**src/hw/rtl/gds_pkg.sv**
```systemverilog
// Package of the Gregorian date stepper: request codes, controller states,
// the command and status structs and the calendar helper functions.
// No dependencies.
package gds_pkg;

    localparam int YEAR_W      = 14;
    localparam int MONTH_W     = 4;
    localparam int DAY_W       = 5;
    localparam int WDAY_W      = 3;
    localparam int REQ_W       = 3;
    localparam int DAY_COUNT_W = 16;

    localparam int DEF_COUNT_BITS = 16;

    localparam logic [YEAR_W-1:0]  YEAR_MIN   = 14'd1;
    localparam logic [YEAR_W-1:0]  YEAR_MAX   = 14'd9999;
    localparam logic [YEAR_W-1:0]  RST_YEAR   = 14'd2017;
    localparam logic [MONTH_W-1:0] RST_MONTH  = 4'd12;
    localparam logic [DAY_W-1:0]   RST_DAY    = 5'd15;
    localparam logic [MONTH_W-1:0] MONTH_JAN  = 4'd1;
    localparam logic [MONTH_W-1:0] MONTH_FEB  = 4'd2;
    localparam logic [MONTH_W-1:0] MONTH_DEC  = 4'd12;

    typedef enum logic [REQ_W-1:0] {
        REQ_LOAD = 3'd0,
        REQ_NEXT = 3'd1,
        REQ_PREV = 3'd2,
        REQ_ADD  = 3'd3,
        REQ_SUB  = 3'd4
    } t_req;

    typedef enum logic [3:0] {
        S_IDLE,
        S_DECODE,
        S_PREP,
        S_STEP,
        S_WD1,
        S_WD2,
        S_WD3,
        S_WD4,
        S_OUT
    } t_state;

    typedef struct packed {
        logic cap;
        logic commit_load;
        logic start;
        logic step_fwd;
        logic step_bwd;
        logic commit_step;
        logic out_load;
        logic err;
    } t_cmd;

    typedef struct packed {
        t_req req;
        logic load_ok;
        logic over;
        logic under;
        logic fwd_fail;
        logic bwd_fail;
    } t_status;

    // Leap test without a divider: y/100 comes from a reciprocal multiply
    // that is exact for every 14-bit year.
    function automatic logic is_leap(input logic [YEAR_W-1:0] y);
        logic [26:0] prod;
        logic [7:0]  cent;
        logic        cent_zero;
        prod      = 27'(y) * 27'(5243);
        cent      = prod[26:19];
        cent_zero = (y == 14'(16'(cent) * 16'd100));
        return ((y[1:0] == 2'b00) && !cent_zero) || (cent_zero && (cent[1:0] == 2'b00));
    endfunction

    // Days in a month; a month code outside 1..12 counts as 31.
    function automatic logic [DAY_W-1:0] month_days(input logic leap,
                                                    input logic [MONTH_W-1:0] m);
        logic [DAY_W-1:0] len;
        case (m)
            4'd2:    len = leap ? 5'd29 : 5'd28;
            4'd4:    len = 5'd30;
            4'd6:    len = 5'd30;
            4'd9:    len = 5'd30;
            4'd11:   len = 5'd30;
            default: len = 5'd31;
        endcase
        return len;
    endfunction

    // Month term (13*m + 8)/5 of the weekday sum, m from 3 to 14.
    function automatic logic [5:0] month_term(input logic [MONTH_W-1:0] m);
        logic [5:0] t;
        case (m)
            4'd3:    t = 6'd9;
            4'd4:    t = 6'd12;
            4'd5:    t = 6'd14;
            4'd6:    t = 6'd17;
            4'd7:    t = 6'd19;
            4'd8:    t = 6'd22;
            4'd9:    t = 6'd25;
            4'd10:   t = 6'd27;
            4'd11:   t = 6'd30;
            4'd12:   t = 6'd32;
            4'd13:   t = 6'd35;
            4'd14:   t = 6'd38;
            default: t = 6'd0;
        endcase
        return t;
    endfunction

endpackage

```
**src/hw/rtl/gregorian_date_stepper_top.sv**
```systemverilog
// Top level of the Gregorian date stepper: stream ports, word packing and
// the controller and datapath instances. Depends on gds_pkg, gds_ctrl, gds_dpath.
//
// Usage: each request word on the slave channel loads a date, steps it by one
// day either way, or steps it by a signed day count; each request yields one
// result word on the master channel with the date, its weekday and an error
// flag (invalid load or a step outside years 1 to 9999; the date is held).
// The request code rides in s_axis_tuser, the error flag in m_axis_tuser.
// A load or an unused code goes from decode straight to the weekday states;
// a step first rolls the date over each month boundary it crosses, the
// month roll unit handling one month a cycle. A count of 32767 days rolls
// about 1080 months.
// One request is in flight at a time; s_axis_tready is high while the block
// waits for a request, even if the previous result is still waiting.
// A stalled receiver holds the result in the output register; the block
// then finishes the next request and waits until that register is taken.
// Reset sets the date to 2017-12-15 and empties the output register.
module gregorian_date_stepper_top import gds_pkg::*; #(
    parameter int COUNT_BITS = DEF_COUNT_BITS
) (
    input  logic        i_clk,
    input  logic        i_rst_n,
    input  logic        s_axis_tvalid,
    output logic        s_axis_tready,
    // load_year[13:0], load_month[17:14], load_day[22:18], day_count[38:23], zero[39]
    input  logic [39:0] s_axis_tdata,
    // req_type[2:0]
    input  logic [2:0]  s_axis_tuser,
    output logic        m_axis_tvalid,
    input  logic        m_axis_tready,
    // cur_year[13:0], cur_month[17:14], cur_day[22:18], weekday[25:23], zero[31:26]
    output logic [31:0] m_axis_tdata,
    // error[0]
    output logic        m_axis_tuser
);

    t_cmd    cmd;
    t_status status;

    logic [YEAR_W-1:0]  cur_year;
    logic [MONTH_W-1:0] cur_month;
    logic [DAY_W-1:0]   cur_day;
    logic [WDAY_W-1:0]  weekday;
    logic               error;

    gds_ctrl u_ctrl (
        .i_clk       (i_clk),
        .i_rst_n     (i_rst_n),
        .i_in_valid  (s_axis_tvalid),
        .o_in_ready  (s_axis_tready),
        .o_out_valid (m_axis_tvalid),
        .i_out_ready (m_axis_tready),
        .i_status    (status),
        .o_cmd       (cmd)
    );

    gds_dpath #(
        .COUNT_BITS (COUNT_BITS)
    ) u_dpath (
        .i_clk        (i_clk),
        .i_rst_n      (i_rst_n),
        .i_cmd        (cmd),
        .o_status     (status),
        .i_req_type   (s_axis_tuser),
        .i_load_year  (s_axis_tdata[13:0]),
        .i_load_month (s_axis_tdata[17:14]),
        .i_load_day   (s_axis_tdata[22:18]),
        .i_day_count  (s_axis_tdata[38:23]),
        .o_cur_year   (cur_year),
        .o_cur_month  (cur_month),
        .o_cur_day    (cur_day),
        .o_weekday    (weekday),
        .o_error      (error)
    );

    assign m_axis_tdata = {6'd0, weekday, cur_day, cur_month, cur_year};
    assign m_axis_tuser = error;

endmodule

```
**src/hw/rtl/gds_ctrl.sv**
```systemverilog
// Controller of the date stepper: request sequencing, error flag and the
// output word valid. Depends on gds_pkg.
module gds_ctrl import gds_pkg::*; (
    input  logic    i_clk,
    input  logic    i_rst_n,
    input  logic    i_in_valid,
    output logic    o_in_ready,
    output logic    o_out_valid,
    input  logic    i_out_ready,
    input  t_status i_status,
    output t_cmd    o_cmd
);

    t_state r_state, n_state;
    logic   r_err, n_err;
    logic   r_out_valid, n_out_valid;
    t_cmd   cmd;

    always_ff @(posedge i_clk) begin
        if (!i_rst_n) begin
            r_state     <= S_IDLE;
            r_err       <= 1'b0;
            r_out_valid <= 1'b0;
        end else begin
            r_state     <= n_state;
            r_err       <= n_err;
            r_out_valid <= n_out_valid;
        end
    end

    always_comb begin
        n_state = r_state;
        n_err   = r_err;
        cmd     = '0;
        unique case (r_state)
            S_IDLE: begin
                if (i_in_valid) begin
                    cmd.cap = 1'b1;
                    n_state = S_DECODE;
                end
            end
            S_DECODE: begin
                n_err = 1'b0;
                unique case (i_status.req)
                    REQ_LOAD: begin
                        if (i_status.load_ok) begin
                            cmd.commit_load = 1'b1;
                        end else begin
                            n_err = 1'b1;
                        end
                        n_state = S_WD1;
                    end
                    REQ_NEXT, REQ_PREV, REQ_ADD, REQ_SUB: begin
                        cmd.start = 1'b1;
                        n_state   = S_PREP;
                    end
                    default: begin
                        n_state = S_WD1;
                    end
                endcase
            end
            // Lets the working leap flag catch up with the copied year before stepping.
            S_PREP: begin
                n_state = S_STEP;
            end
            S_STEP: begin
                priority if (i_status.fwd_fail || i_status.bwd_fail) begin
                    n_err   = 1'b1;
                    n_state = S_WD1;
                end else if (i_status.over) begin
                    cmd.step_fwd = 1'b1;
                end else if (i_status.under) begin
                    cmd.step_bwd = 1'b1;
                end else begin
                    cmd.commit_step = 1'b1;
                    n_state         = S_WD1;
                end
            end
            S_WD1: n_state = S_WD2;
            S_WD2: n_state = S_WD3;
            S_WD3: n_state = S_WD4;
            S_WD4: n_state = S_OUT;
            S_OUT: begin
                if (!r_out_valid || i_out_ready) begin
                    cmd.out_load = 1'b1;
                    cmd.err      = r_err;
                    n_state      = S_IDLE;
                end
            end
            default: n_state = S_IDLE;
        endcase
    end

    always_comb begin
        if (cmd.out_load) begin
            n_out_valid = 1'b1;
        end else if (i_out_ready) begin
            n_out_valid = 1'b0;
        end else begin
            n_out_valid = r_out_valid;
        end
    end

    assign o_cmd       = cmd;
    assign o_in_ready  = (r_state == S_IDLE);
    assign o_out_valid = r_out_valid;

endmodule

```
**src/hw/rtl/gds_dpath.sv**
```systemverilog
// Datapath of the date stepper: captured request, committed and working
// date, month roll unit, weekday pipeline and output word. Depends on gds_pkg.
module gds_dpath import gds_pkg::*; #(
    parameter int COUNT_BITS = DEF_COUNT_BITS
) (
    input  logic                   i_clk,
    input  logic                   i_rst_n,
    input  t_cmd                   i_cmd,
    output t_status                o_status,
    input  logic [REQ_W-1:0]       i_req_type,
    input  logic [YEAR_W-1:0]      i_load_year,
    input  logic [MONTH_W-1:0]     i_load_month,
    input  logic [DAY_W-1:0]       i_load_day,
    input  logic [DAY_COUNT_W-1:0] i_day_count,
    output logic [YEAR_W-1:0]      o_cur_year,
    output logic [MONTH_W-1:0]     o_cur_month,
    output logic [DAY_W-1:0]       o_cur_day,
    output logic [WDAY_W-1:0]      o_weekday,
    output logic                   o_error
);

    localparam int DW = COUNT_BITS + 1;

    // Captured request.
    t_req                   r_req;
    logic [YEAR_W-1:0]      r_ly;
    logic [MONTH_W-1:0]     r_lm;
    logic [DAY_W-1:0]       r_ld;
    logic [DAY_COUNT_W-1:0] r_cnt;

    // Committed date.
    logic [YEAR_W-1:0]  r_year;
    logic [MONTH_W-1:0] r_month;
    logic [DAY_W-1:0]   r_day;

    // Working date of a step in progress.
    logic [YEAR_W-1:0]    r_wy;
    logic [MONTH_W-1:0]   r_wm;
    logic signed [DW-1:0] r_wd;
    logic                 r_wleap;

    // Weekday pipeline.
    logic [YEAR_W-1:0] r_ya;
    logic [6:0]        r_mt;
    logic [7:0]        r_q100;
    logic [YEAR_W-1:0] r_sum;
    logic [11:0]       r_q7;

    // Output word.
    logic [YEAR_W-1:0]  r_o_year;
    logic [MONTH_W-1:0] r_o_month;
    logic [DAY_W-1:0]   r_o_day;
    logic [WDAY_W-1:0]  r_o_wday;
    logic               r_o_err;

    logic [COUNT_BITS+DAY_COUNT_W-1:0] cnt_ext;
    logic [COUNT_BITS-1:0]             cnt_low;
    logic signed [DW-1:0]              count;
    logic signed [DW-1:0]              step_n;
    logic signed [DW-1:0]              start_d;
    logic [DAY_W-1:0]                  mdays_cur;
    logic [DAY_W-1:0]                  mdays_prev;
    logic [MONTH_W-1:0]                prev_m;
    logic signed [DW-1:0]              mdays_cur_s;
    logic signed [DW-1:0]              mdays_prev_s;
    logic                              over;
    logic                              under;
    logic                              load_ok;
    logic                              early;
    logic [YEAR_W-1:0]                 ya;
    logic [MONTH_W-1:0]                ma;
    logic [26:0]                       prod100;
    logic [14:0]                       sum_w;
    logic [28:0]                       prod7;
    logic [WDAY_W-1:0]                 wday;

    // Only the low COUNT_BITS bits of the count field matter, sign-extended.
    assign cnt_ext = {{COUNT_BITS{1'b0}}, r_cnt};
    assign cnt_low = cnt_ext[COUNT_BITS-1:0];
    assign count   = signed'({cnt_low[COUNT_BITS-1], cnt_low});

    always_comb begin
        unique case (r_req)
            REQ_NEXT: step_n = signed'({{(DW-1){1'b0}}, 1'b1});
            REQ_PREV: step_n = signed'({DW{1'b1}});
            REQ_ADD:  step_n = count;
            REQ_SUB:  step_n = -count;
            default:  step_n = '0;
        endcase
    end

    assign start_d = signed'({{(DW-DAY_W){1'b0}}, r_day}) + step_n;

    assign mdays_cur    = month_days(r_wleap, r_wm);
    assign prev_m       = (r_wm == MONTH_JAN) ? MONTH_DEC : (r_wm - 4'd1);
    assign mdays_prev   = month_days(r_wleap, prev_m);
    assign mdays_cur_s  = signed'({{(DW-DAY_W){1'b0}}, mdays_cur});
    assign mdays_prev_s = signed'({{(DW-DAY_W){1'b0}}, mdays_prev});
    assign over         = (r_wd > mdays_cur_s);
    assign under        = r_wd[DW-1] || (r_wd == '0);

    assign load_ok = (r_ly >= YEAR_MIN) && (r_ly <= YEAR_MAX) &&
                     (r_lm >= MONTH_JAN) && (r_lm <= MONTH_DEC) &&
                     (r_ld != '0) && (r_ld <= month_days(is_leap(r_ly), r_lm));

    always_comb begin
        o_status          = '0;
        o_status.req      = r_req;
        o_status.load_ok  = load_ok;
        o_status.over     = over;
        o_status.under    = under;
        o_status.fwd_fail = over && (r_wm == MONTH_DEC) && (r_wy == YEAR_MAX);
        o_status.bwd_fail = under && (r_wm == MONTH_JAN) && (r_wy == YEAR_MIN);
    end

    always_ff @(posedge i_clk) begin
        if (i_cmd.cap) begin
            r_req <= t_req'(i_req_type);
            r_ly  <= i_load_year;
            r_lm  <= i_load_month;
            r_ld  <= i_load_day;
            r_cnt <= i_day_count;
        end
    end

    always_ff @(posedge i_clk) begin
        if (!i_rst_n) begin
            r_year  <= RST_YEAR;
            r_month <= RST_MONTH;
            r_day   <= RST_DAY;
        end else if (i_cmd.commit_load) begin
            r_year  <= r_ly;
            r_month <= r_lm;
            r_day   <= r_ld;
        end else if (i_cmd.commit_step) begin
            r_year  <= r_wy;
            r_month <= r_wm;
            r_day   <= r_wd[DAY_W-1:0];
        end
    end

    // One month per cycle. The leap flag is registered from the working year and
    // lags it, which is harmless: a year change always lands on January or December.
    always_ff @(posedge i_clk) begin
        r_wleap <= is_leap(r_wy);
        if (i_cmd.start) begin
            r_wy <= r_year;
            r_wm <= r_month;
            r_wd <= start_d;
        end else if (i_cmd.step_fwd) begin
            r_wd <= r_wd - mdays_cur_s;
            if (r_wm == MONTH_DEC) begin
                r_wm <= MONTH_JAN;
                r_wy <= r_wy + 14'd1;
            end else begin
                r_wm <= r_wm + 4'd1;
            end
        end else if (i_cmd.step_bwd) begin
            r_wm <= prev_m;
            r_wd <= r_wd + mdays_prev_s;
            if (r_wm == MONTH_JAN) begin
                r_wy <= r_wy - 14'd1;
            end
        end
    end

    // Weekday pipeline runs freely on the committed date, which stays put
    // while the controller walks through its four weekday states.
    assign early   = (r_month <= MONTH_FEB);
    assign ya      = early ? (r_year - 14'd1) : r_year;
    assign ma      = early ? (r_month + 4'd12) : r_month;
    assign prod100 = 27'(r_ya) * 27'(5243);
    assign sum_w   = 15'(r_ya) + 15'(r_ya >> 2) - 15'(r_q100) + 15'(r_q100 >> 2) +
                     15'(r_mt);
    assign prod7   = 29'(r_sum) * 29'(18725);
    assign wday    = 3'(r_sum - 14'(15'(r_q7) * 15'd7));

    always_ff @(posedge i_clk) begin
        r_ya   <= ya;
        r_mt   <= 7'(month_term(ma)) + 7'(r_day);
        r_q100 <= prod100[26:19];
        r_sum  <= sum_w[YEAR_W-1:0];
        r_q7   <= prod7[28:17];
    end

    always_ff @(posedge i_clk) begin
        if (i_cmd.out_load) begin
            r_o_year  <= r_year;
            r_o_month <= r_month;
            r_o_day   <= r_day;
            r_o_wday  <= wday;
            r_o_err   <= i_cmd.err;
        end
    end

    assign o_cur_year  = r_o_year;
    assign o_cur_month = r_o_month;
    assign o_cur_day   = r_o_day;
    assign o_weekday   = r_o_wday;
    assign o_error     = r_o_err;

endmodule
```
**config.mk**
```make
export PLATFORM = sky130hd
export DESIGN_NAME = gregorian_date_stepper_top
export DESIGN_NICKNAME = d
export VERILOG_FILES = /design/src/hw/rtl/gds_pkg.sv /design/src/hw/rtl/gregorian_date_stepper_top.sv /design/src/hw/rtl/gds_ctrl.sv /design/src/hw/rtl/gds_dpath.sv
export SDC_FILE = /design/constraint.sdc
export NUM_CORES = 1
export LEC_CHECK = 0
export BUFFER_PORTS_ARGS = -buffer_cell sky130_fd_sc_hd__buf_2
export CAP_MARGIN = 20
export CORE_ASPECT_RATIO = 1.4
export CORE_MARGIN = 2
export CORE_UTILIZATION = 55
export DETAILED_ROUTE_END_ITERATION = 16
export PLACE_DENSITY = 0.71
export SYNTH_ARGS = -nofsm -noshare
export SYNTH_HDL_FRONTEND = slang
export SYNTH_SLANG_ARGS = --single-unit
export TNS_END_PERCENT = 1
```
**constraint.sdc**
```tcl
create_clock -name i_clk -period 20.2 [get_ports i_clk]
set_clock_uncertainty 0.15 [all_clocks]
set_input_delay 4.04 -clock i_clk [delete_from_list [all_inputs] [get_ports i_clk]]
set_output_delay 4.04 -clock i_clk [all_outputs]
set_load 0.005 [all_outputs]
```
Word level (Yosys, flattened, before mapping). Memories as Yosys holds them, arrays and structs flattened. Cells that the tools add are included.

$add $sub $neg: 16. Multiply operators: 7. Magnitude comparators: 7. Eq/ne operators: 39. Mux-type cells: 54. Reduce and logical (&&, ||, !) cells: 42.

Operators by type and width (count): $mux 14 (8); $mul 14x13->27 const B (3); $pmux 17 s4 (1); $mux 4 (13); $mux 17 (3); $eq 4x3->1 const B (10); $pmux 4 s9 (1); $eq 4x4->1 const B (8); $pmux 5 s2 (3); $mul 14x15->29 const B (1); $eq 14x14->1 (2); $sub 14x1->14 const B (2); $mul 8x5->12 const B (2); $eq 4x2->1 const B (5); $add 17x6->17 (1); $add 6x17->17 (1); $gt 17x6->1 (1); $logic_not 17->1 (1); $neg 16->17 (1); $sub 17x6->17 (1); $reduce_or 4->1 (4); $mux 1 (15); $add 14x1->14 const B (1); $add 14x12->14 (1); 41 further kinds (76).

Flip-flop bits (word level): 189. ROM bits: 96. Input port bits: 47. Output and inout port bits: 35. Word-level logic and storage cells: 191. Memories: 1.

Memories: (name not given) (words 16, bits a word 6, rd ports 1, clocked after Yosys merged registers in 0, wr ports 0, line gds_pkg.sv:94) `case (m)`.

Depth between registers and ports, before layout. Gate-level depths: netlist (run 1).

Word-level depth: 15. Depth in mapped cells: 39. Mapped depth without buffers: 38.

By module. Synthesis (run 1) repeated with hierarchy kept, for this count alone.

Cells, all modules: 2393. Area, all modules: 23835.4 um^2.

Modules (own cells, without submodules): gds_dpath (instances 1, cells each 2335, area each 23367.4 um^2); gds_ctrl (instances 1, cells each 51, area each 419.2 um^2); gregorian_date_stepper_top (instances 1, cells each 7, area each 48.8 um^2).

Worst setup path after synthesis (run 1). Ideal clock, no wire load.

Kind: register -> register. Start: register u_dpath.r_ly[9]. End: register u_dpath.r_year[8]. Library setup time: 0.129 ns. Arrival time: 8.977 ns. Slack: 10.943 ns. Stages on the path, launching flop included: 39. Buffers on the path: 1. Path through: edfxtp_1 > ha_1 > inv_1 > fa_1 > inv_1 > fa_1 > ha_1 > inv_1 > fa_1 > inv_1 > ha_1 > a21o_1 > a211o_1 > a211oi_1 > nor4_1 > o41ai_2 > xnor2_1 > ha_1 > (+3 left out) > inv_1 > ha_1 > a21o_1 > a21o_1 > a2111oi_0 > nor3_1 > xnor2_1 > nor4_1 > a31oi_1 > ha_1 > a21oi_1 > o21ai_0 > nand4_1 > a2111oi_0 > nand2_1 > clkbuf_1 > mux2i_1 > nand2_1.

Cells in the longest elaborated chain, start to end: 14. Elaborated cells on any way between the ends: 23. Those cells by class: mul: 2; order compare: 3; eq/ne: 1; mux: 6; reduce/logical: 11.

Ends and longest elaborated chain: start, declared (line gds_dpath.sv:26) `logic [YEAR_W-1:0] r_ly;`; start signal, assigned (line gds_dpath.sv:119) `r_ly <= i_load_year;`; $mul 14x13->27 (line gds_pkg.sv:70) `prod = 27'(y) * 27'(5243);`; $mul 8x5->12 (line gds_pkg.sv:72) `cent_zero = (y == 14'(16'(cent) * 16'd100));`; $eq 14x14->1 (line gds_pkg.sv:72); $logic_not 1->1 (line gds_pkg.sv:73) `return ((y[1:0] == 2'b00) && !cent_zero) || (cent_zero && (cent[1:0] == 2'b00));`; $logic_and 1x1->1 (line gds_pkg.sv:73); $logic_or 1x1->1 (line gds_pkg.sv:73); $mux 1 (line gds_pkg.sv:81) `4'd2: len = leap ? 5'd29 : 5'd28;`; $pmux 5 s2 (line gds_pkg.sv:80) `case (m)`; $le 5x5->1 (line gds_dpath.sv:104) `(r_ld != '0) && (r_ld <= month_days(is_leap(r_ly), r_lm));`; $logic_and 1x1->1 * (line gds_dpath.sv:104); $mux 1 * (line gds_ctrl.sv:46) `if (i_status.load_ok) begin`; $mux 1 * (line gds_ctrl.sv:44) `unique case (i_status.req)`; $mux 2 * (line gds_ctrl.sv:35) `unique case (r_state)`; $mux 14 / $reduce_bool 2->1 (equally long branches); end signal, assigned (line gds_dpath.sv:132) `r_year <= r_ly;`; end signal, assigned (line gds_dpath.sv:136) `r_year <= r_wy;`; end, declared (line gds_dpath.sv:32) `logic [YEAR_W-1:0] r_year;`.

Mark *: on every way between the ends. The rest lies on a longest branch, timed or not. A chain may end at the register's enable or synchronous reset.

Worst setup path after layout (run 1).
Start: register u_dpath.r_ly[11]. End: register u_dpath.r_year[10].

Same word-level chain as after synthesis.

==> results.json, run 1 <==
{
  "numCtsBuffers": 17,
  "relSlewSlack_pct": 27.5,
  "die_area_sq_mm": 0.0452,
  "wirelength_microns": 51400,
  "grt_max_degree": 45,
  "final_area_sq_mm": 0.0254,
  "cts-resized-gates": 0,
  "grt_overflow": 0,
  "seq_area_frac_synth_pct": 19.4,
  "antenna_found_initial": 0,
  "layout.nets": 3233,
  "post_cts_buffers": 0,
  "synth_seq_cells": 180,
  "yosysWarnings": 0,
  "clkTransAtPathRegs_ps": 70,
  "placed_area_sq_mm": 0.0248,
  "synth_common_cells": "ha_1 (508), inv_1 (481), fa_1 (248), xnor2_1 (113), nand2_1 (106)",
  "port-buffer-count": 74,
  "slowest_delay_ps": 950,
  "register_area_sq_mm": 0.00464,
  "hold_viol": 0,
  "diodes": 0,
  "synth.distinct_cells": 86,
  "cts_buffer_depth": 2,
  "io_pins": 82,
  "clock-root-buffer": "clkbuf_16",
  "synth_edf_count": 104,
  "cp-end-kind": "flop",
  "r2r_start": "u_dpath.r_ly[11]",
  "grt_setup_unrepaired": "false",
  "antenna_left": 0,
  "cts_tree": "done",
  "timing.fmax_mhz": 93.3,
  "cts-htree-levels": 4,
  "async_flop_share_pct": 0,
  "cp.required_ps": 20350,
  "yosysMostFrequentCell": "ha_1",
  "area_delta_synth_final_pct": 6.20,
  "period_needed_ps": 10720,
  "synth_top_cell_area_share_pct": 26.6,
  "setup.worst_path.start_class": "flop",
  "fin_crit_sh_pct": 53.1,
  "worstPathMaxFanout": 33,
  "min_path_type": "flop to flop",
  "drv_cap": 0,
  "drv_slew": 0,
  "fillers": 3681,
  "timing.rr.end": "u_dpath.r_year[10]",
  "arrival_ps": 10870,
  "core_sq_mm": 0.0430,
  "syn_inst": 2374,
  "grt_pass1_wl_microns": 86200,
  "die_y_microns": 251,
  "viasPerCell": 5.55,
  "dp_hpwl_microns": 44000,
  "drc": 0,
  "synth.area.top_cells": "ha_1 (27%), fa_1 (21%), edfxtp_1 (13%), inv_1 (7.5%), dfxtp_1 (6.4%)",
  "firstDrtPassIters": 5,
  "synthFlopType": "edfxtp_1",
  "synth_area_sq_mm": 0.0239,
  "outcome": "completed",
  "drt-initial-drc-count": 759,
  "crit_start": "u_dpath.r_ly[11]",
  "reg2reg_slack_ps": 9480,
  "num_rows": 90,
  "path_class": "flop to flop",
  "drive_above_1_share_pct": 5.69,
  "grt_use_total_pct": 23.6,
  "multi_input_area_sq_mm": 0.0173,
  "tightest_slew_ps": 1080,
  "postCtsHoldBufs": 0,
  "start_util_pct": 55.6,
  "die-width_microns": 180,
  "fin_setup_tns_ps": 0,
  "cts.sinks": 180,
  "clk_latency_ps": 450,
  "crit_end": "u_dpath.r_year[10]",
  "setup_viol_count_final": 0,
  "detail_route.wl_per_cell_microns": 17.2,
  "first_global_vias": 17761,
  "synth_largest_area_cell": "ha_1",
  "route.vias.total": 16628,
  "syn_area_per_cell_sq_um": 10.1,
  "slowest_stage": "nor4_1",
  "reg2regPathDepth": 36,
  "gp_congestion": 0.884
}
==> worst max-delay path, delay by kind of cell (launching register included) <==
family / cells / cell delay (ps)
adder cells (fa/ha/maj): 11 / 4460
AO/OA/AOI/OAI: 8 / 1880
AND/OR/NAND/NOR: 7 / 1870
flip-flops: 1 / 840
buffers and inverters: 7 / 580
XOR/XNOR: 2 / 550
multiplexers: 1 / 210
==> how the worst min path moves through the flow <==
stage | start | to | slack [ps] | depth (start not counted)
after floorplan | u_dpath.r_year[2] | u_dpath.o_cur_year[2] | 260 | 0
after global placement | u_dpath.r_month[3] | u_dpath.o_cur_month[3] | 320 | 0
after detailed placement | u_dpath.r_month[3] | u_dpath.o_cur_month[3] | 310 | 0
after CTS | u_dpath.r_month[3] | u_dpath.o_cur_month[3] | 350 | 0
after global routing | u_dpath.r_month[3] | u_dpath.o_cur_month[3] | 380 | 0
final | u_dpath.r_month[3] | u_dpath.o_cur_month[3] | 350 | 0
==> per-stage QoR <==
step                      setup WS [ps]  cells  utilization [%]  hold WS [ps]
after global routing               8810   2995             59.1           378
after floorplan                   10940   2379                -           256
after detailed placement           9540   2963             57.8           312
after global placement             9700   2963             57.8           319
after CTS                          9490   2995             59.1           345
final                              9480   2995             59.1           349
==> metal layers <==
metal,track usage (%),vias up,wire length [microns]
li1,-,8042,-
met1,27.5,8087,20500
met2,44.1,374,27200
met3,2.25,125,1590
met4,9.70,0,2130
met5,0,-,0
==> placed cells by master (no fill, tap or decap), types with 43 or more instances in the layout <==
cell      count
o21ai_0      54
a21oi_1      68
xor2_1       43
ha_1        508
dfxtp_1      76
edfxtp_1    104
inv_1       481
xnor2_1     113
buf_2        74
fa_1        248
nor2_1       83
nand2_1     106
==> sequential cells by signal, indices dropped and copies added, names as in the netlist, 5 cells and up <==
signal	cells
u_dpath.r_wy	14
u_dpath.o_cur_year	14
u_dpath.r_ya	14
u_dpath.r_ld	5
u_dpath.o_cur_day	5
u_dpath.r_day	5
u_dpath.r_sum	14
u_dpath.r_wd	17
u_dpath.cnt_low	16
u_dpath.r_q100	8
u_dpath.r_year	14
u_dpath.r_ly	14
u_dpath.r_mt	7
==> layout make-up <==
cell class / instances / share of cell area (%)
tap: 552 / 2.72
sequential: 180 / 18.3
inverter: 482 / 7.12
timing repair buffer: 78 / 1.58
multi-input combinational: 1671 / 68.1
clock buffer: 17 / 1.67
clock inverter: 15 / 0.547
==> cell families (layout without fill, tap and decap cells) <==
group                    count (synthesis)  count (layout)  share of synthesized area, %
multiplexers                            33              33                          1.44
XOR/XNOR                               157             157                          5.80
AND/OR/NAND/NOR                        389             389                          8.43
flip-flops                             180             180                          19.4
buffers and inverters                  528             592                          8.45
other                                    1               6                        0.0157
AO/OA/AOI/OAI                          330             330                          9.13
adder cells (fa/ha/maj)                756             756                          47.3
Power of run 1 is not shown: default switching activity piles up to over one toggle a cycle in this logic, so the estimate is an artifact.
==> run 2: changes to the inputs <==
- PLACE_DENSITY: 0.71 -> 0.74
- clock period: 20.2 -> 9.15 ns (I/O delays scaled with it)
==> results.json, run 2 (synthesis results as in run 1) <==
{
  "outcome": "finished with violations",
  "violations": "setup timing",
  "first_global_vias": 19019,
  "fin_crit_sh_pct": 101,
  "final_cell_mix": "ha_1 (487), inv_1 (467), fa_1 (241)",
  "cp-end-kind": "flop",
  "arrival_ps": 9390,
  "regMostFlops": "u_dpath.r_wd",
  "slowest_delay_ps": 580,
  "grt_use_met2_pct": 48.6,
  "cts.sinks": 180,
  "top_usage_layer": "met2",
  "detail_route.wl_per_cell_microns": 18.0,
  "grt_max_degree": 45,
  "gp_congestion": 0.919,
  "drt-initial-drc-count": 869,
  "diodes": 0,
  "layout.nets": 3384,
  "grt_overflow": 0,
  "start_util_pct": 55.6,
  "route.vias.total": 17560,
  "io_pins": 82,
  "area_delta_synth_final_pct": 13.3,
  "worstPathMaxFanout": 5,
  "drive_above_1_share_pct": 13.7,
  "dp_slack_ps": -878,
  "postCtsHoldBufs": 0,
  "cts_tree": "done",
  "hold_viol": 0,
  "cts-htree-levels": 4,
  "drv_cap": 0,
  "wirelength_microns": 56700,
  "numCtsBuffers": 17,
  "antenna_found_initial": 0,
  "min_path_type": "flop to flop",
  "tightest_slew_ps": 1110,
  "grt_pass1_wl_microns": 92700,
  "setup_viol_count_final": 23,
  "firstDrtPassIters": 6,
  "antenna_left": 0,
  "dp_hpwl_microns": 46300,
  "path_class": "flop to flop",
  "die_area_sq_mm": 0.0452,
  "die_y_microns": 251,
  "period_needed_ps": 9230,
  "cp.required_ps": 9310,
  "drv_slew": 0,
  "port-buffer-count": 74,
  "cpMostUsedCell": "ha_1",
  "final_common_cell": "ha_1",
  "drc": 0,
  "crit_start": "u_dpath.r_ly[7]",
  "min-delay-start": "u_ctrl.r_err",
  "met1_usage_pct": 28.5,
  "clkTransAtPathRegs_ps": 70,
  "die-width_microns": 180,
  "timing.fmax_mhz": 108,
  "clock-root-buffer": "clkbuf_16",
  "grt_use_total_pct": 25.7,
  "fin_util_pct": 63.0,
  "grtUsageMet3_pct": 2.56,
  "num_rows": 90,
  "core_sq_mm": 0.0430,
  "relSlewSlack_pct": 26.1,
  "viasPerCell": 5.58,
  "clk_latency_ps": 460,
  "setup.worst_path.start_class": "flop",
  "setup_ws_ps": -82.4,
  "r2r_start": "u_dpath.r_ly[7]",
  "grt_setup_unrepaired": "true",
  "largest_register_ffs": 17,
  "slowest_stage": "fa_1",
  "cts_buffer_depth": 2
}
-- run 2: metal layers --
layer / up-vias / share of wire [%]
met5: - / 0
met4: 0 / 5.3
met3: 173 / 3.3
met2: 466 / 54
met1: 8600 / 38
li1: 8321 / -
-- run 2: final timing paths --
| path | slack (ps) | end | cells after the start |
|---|---|---|---|
| hold / removal | 360 | u_ctrl.r_err | 2 |
| hold reg to reg | 360 | u_ctrl.r_err | 2 |
| setup reg to reg | -80 | u_dpath.r_year[7] | 41 |
| setup / recovery | -80 | u_dpath.r_year[7] | 41 |
-- run 2: repair_timing --
action,4_1_cts,5_1_grt
buffers inserted,20,14
pin swaps,51,50
setup endpoints to repair,24,24
cloned,3,0
resized for setup,66,30
-- run 2: through the flow --
| step | area, sq um | std cells | hold slack, ps | TNS [ps] |
|---|---|---|---|---|
| after global placement | 25700 | 3080 | 321 | -16370 |
| after global routing | 27100 | 3146 | 369 | -10540 |
| final | 27100 | 3146 | 356 | -1190 |
| after CTS | 26900 | 3135 | 348 | 0 |
| after detailed placement | 25700 | 3080 | 321 | -19790 |
| after floorplan | 23900 | 2379 | 256 | 0 |
-- run 2: final cells by class --
type	count	area, sq um
clock buffer	19	464
inverter	482	1810
timing repair buffer	229	1660
multi-input combinational	1671	17700
sequential	180	4640
tap	552	691
clock inverter	13	129
fill	3338	15900
-- run 2: critical path: cells and delay by family (launching register included) --
kind,cells,cell delay (ps)
AO/OA/AOI/OAI,11,2330
XOR/XNOR,2,320
adder cells (fa/ha/maj),11,3730
buffers and inverters,10,1150
flip-flops,1,380
multiplexers,1,140
AND/OR/NAND/NOR,6,840
Power of run 2 is left out for the same reason.
==> run 3: changes to the inputs <==
- PLACE_DENSITY: 0.74 -> 0.75
==> results.json, run 3 (synthesis results as in run 1) <==
{
  "outcome": "finished with violations",
  "violations": "setup timing",
  "crit_start": "u_dpath.r_ly[9]",
  "reg2reg_slack_ps": -160,
  "die_y_microns": 251,
  "cts_buffer_depth": 2,
  "slowest_delay_ps": 610,
  "hold_viol": 0,
  "arrival_ps": 9490,
  "route.vias.total": 17450,
  "wirelength_microns": 56300,
  "port-buffer-count": 74,
  "drive_above_1_share_pct": 11.8,
  "fin_util_pct": 62.3,
  "diodes": 0,
  "path_class": "flop to flop",
  "detail_route.wl_per_cell_microns": 18.1,
  "cts.sinks": 180,
  "clk_latency_ps": 470,
  "multi_input_area_sq_mm": 0.0176,
  "cpMostUsedCell": "inv_1",
  "grt_use_total_pct": 25.7,
  "layout.nets": 3357,
  "core_sq_mm": 0.0430,
  "antenna_found_initial": 0,
  "numCtsBuffers": 17,
  "r2r_start": "u_dpath.r_ly[9]",
  "largest_register_ffs": 17,
  "final_common_cell": "ha_1",
  "antenna_left": 0,
  "register_area_sq_mm": 0.00464,
  "fin_crit_sh_pct": 102,
  "min-delay-start": "u_dpath.r_month[3]",
  "die_area_sq_mm": 0.0452,
  "first_global_vias": 19077,
  "timing.fmax_mhz": 107,
  "postCtsHoldBufs": 0,
  "drv_slew": 0,
  "final_cell_mix": "ha_1 (497), inv_1 (474), fa_1 (244)",
  "firstDrtPassIters": 5,
  "cts_tree": "done",
  "finalNonFillerCells": 3119,
  "dp_slack_ps": -1160,
  "num_rows": 90,
  "drt-initial-drc-count": 907,
  "cp.required_ps": 9330,
  "io_pins": 82,
  "dp_hpwl_microns": 46400,
  "period_needed_ps": 9310,
  "grt_max_degree": 45,
  "dp_cells": 3067,
  "setup_ws_ps": -159,
  "grt_overflow": 0,
  "viasPerCell": 5.59,
  "drv_cap": 0,
  "cp-end-kind": "flop",
  "fillers": 3385,
  "grt_setup_unrepaired": "true",
  "clkTransAtPathRegs_ps": 80,
  "drc": 0,
  "gp_congestion": 0.919,
  "tightest_slew_ps": 1050,
  "relSlewSlack_pct": 29.8,
  "setup.worst_path.start_class": "flop",
  "slowest_stage": "nor4_4",
  "setup_viol_count_final": 23,
  "worstPathMaxFanout": 5,
  "regMostFlops": "u_dpath.r_wd",
  "min_path_type": "flop to flop",
  "grt_pass1_wl_microns": 92800,
  "area_delta_synth_final_pct": 12.1,
  "fin_setup_tns_ps": -2830,
  "cts-htree-levels": 4,
  "die-width_microns": 180,
  "clock-root-buffer": "clkbuf_16",
  "start_util_pct": 55.6
}
## run 3: repair_timing
item,in CTS,in global routing
endpoints found under the setup margin,24,24
setup buffers,8,9
pin swaps,39,21
gates cloned,3,0
gates resized for setup,51,12
## run 3: final cells by class
cell class / count / share of cell area [%]
clock buffers: 18 / 1.68
clock inverters: 14 / 0.672
inverters: 482 / 6.75
multi-input cells: 1671 / 65.6
flip-flops and latches: 180 / 17.3
well taps: 552 / 2.58
repair buffers: 202 / 5.45
## run 3: final timing paths
path,end,cells past startpoint
setup reg to reg,u_dpath.r_month[2],40
setup / recovery,u_dpath.r_month[2],40
hold reg to reg,u_dpath.o_cur_month[3],0
hold / removal,u_dpath.o_cur_month[3],0
## run 3: per-stage QoR
step	cell area (sq um)	hold WS [ps]
finish	26800	345
global route	26800	367
CTS	26700	342
detailed placement	25600	328
global placement	25600	323
floorplan	23900	256
## run 3: routing by layer
| layer | part of all wire (%) | track usage [%] | up-vias | wire length, microns |
|---|---|---|---|---|
| met2 | 53 | 48.0 | 451 | 29800 |
| li1 | - | - | 8283 | - |
| met4 | 5.2 | 12.6 | 0 | 2910 |
| met1 | 39 | 28.8 | 8563 | 21700 |
| met5 | 0 | 0 | - | 0 |
| met3 | 3.4 | 2.88 | 153 | 1930 |
## run 3: critical path: cells and delay by family, from the launching register on
| family | cells | cell delay, ps |
|---|---|---|
| flip-flops | 1 | 500 |
| AO/OA/AOI/OAI | 6 | 960 |
| adder cells (fa/ha/maj) | 11 | 4080 |
| buffers and inverters | 12 | 1370 |
| AND/OR/NAND/NOR | 8 | 1680 |
| XOR/XNOR | 2 | 270 |
| multiplexers | 1 | 160 |
Power of run 3 is left out for the same reason.
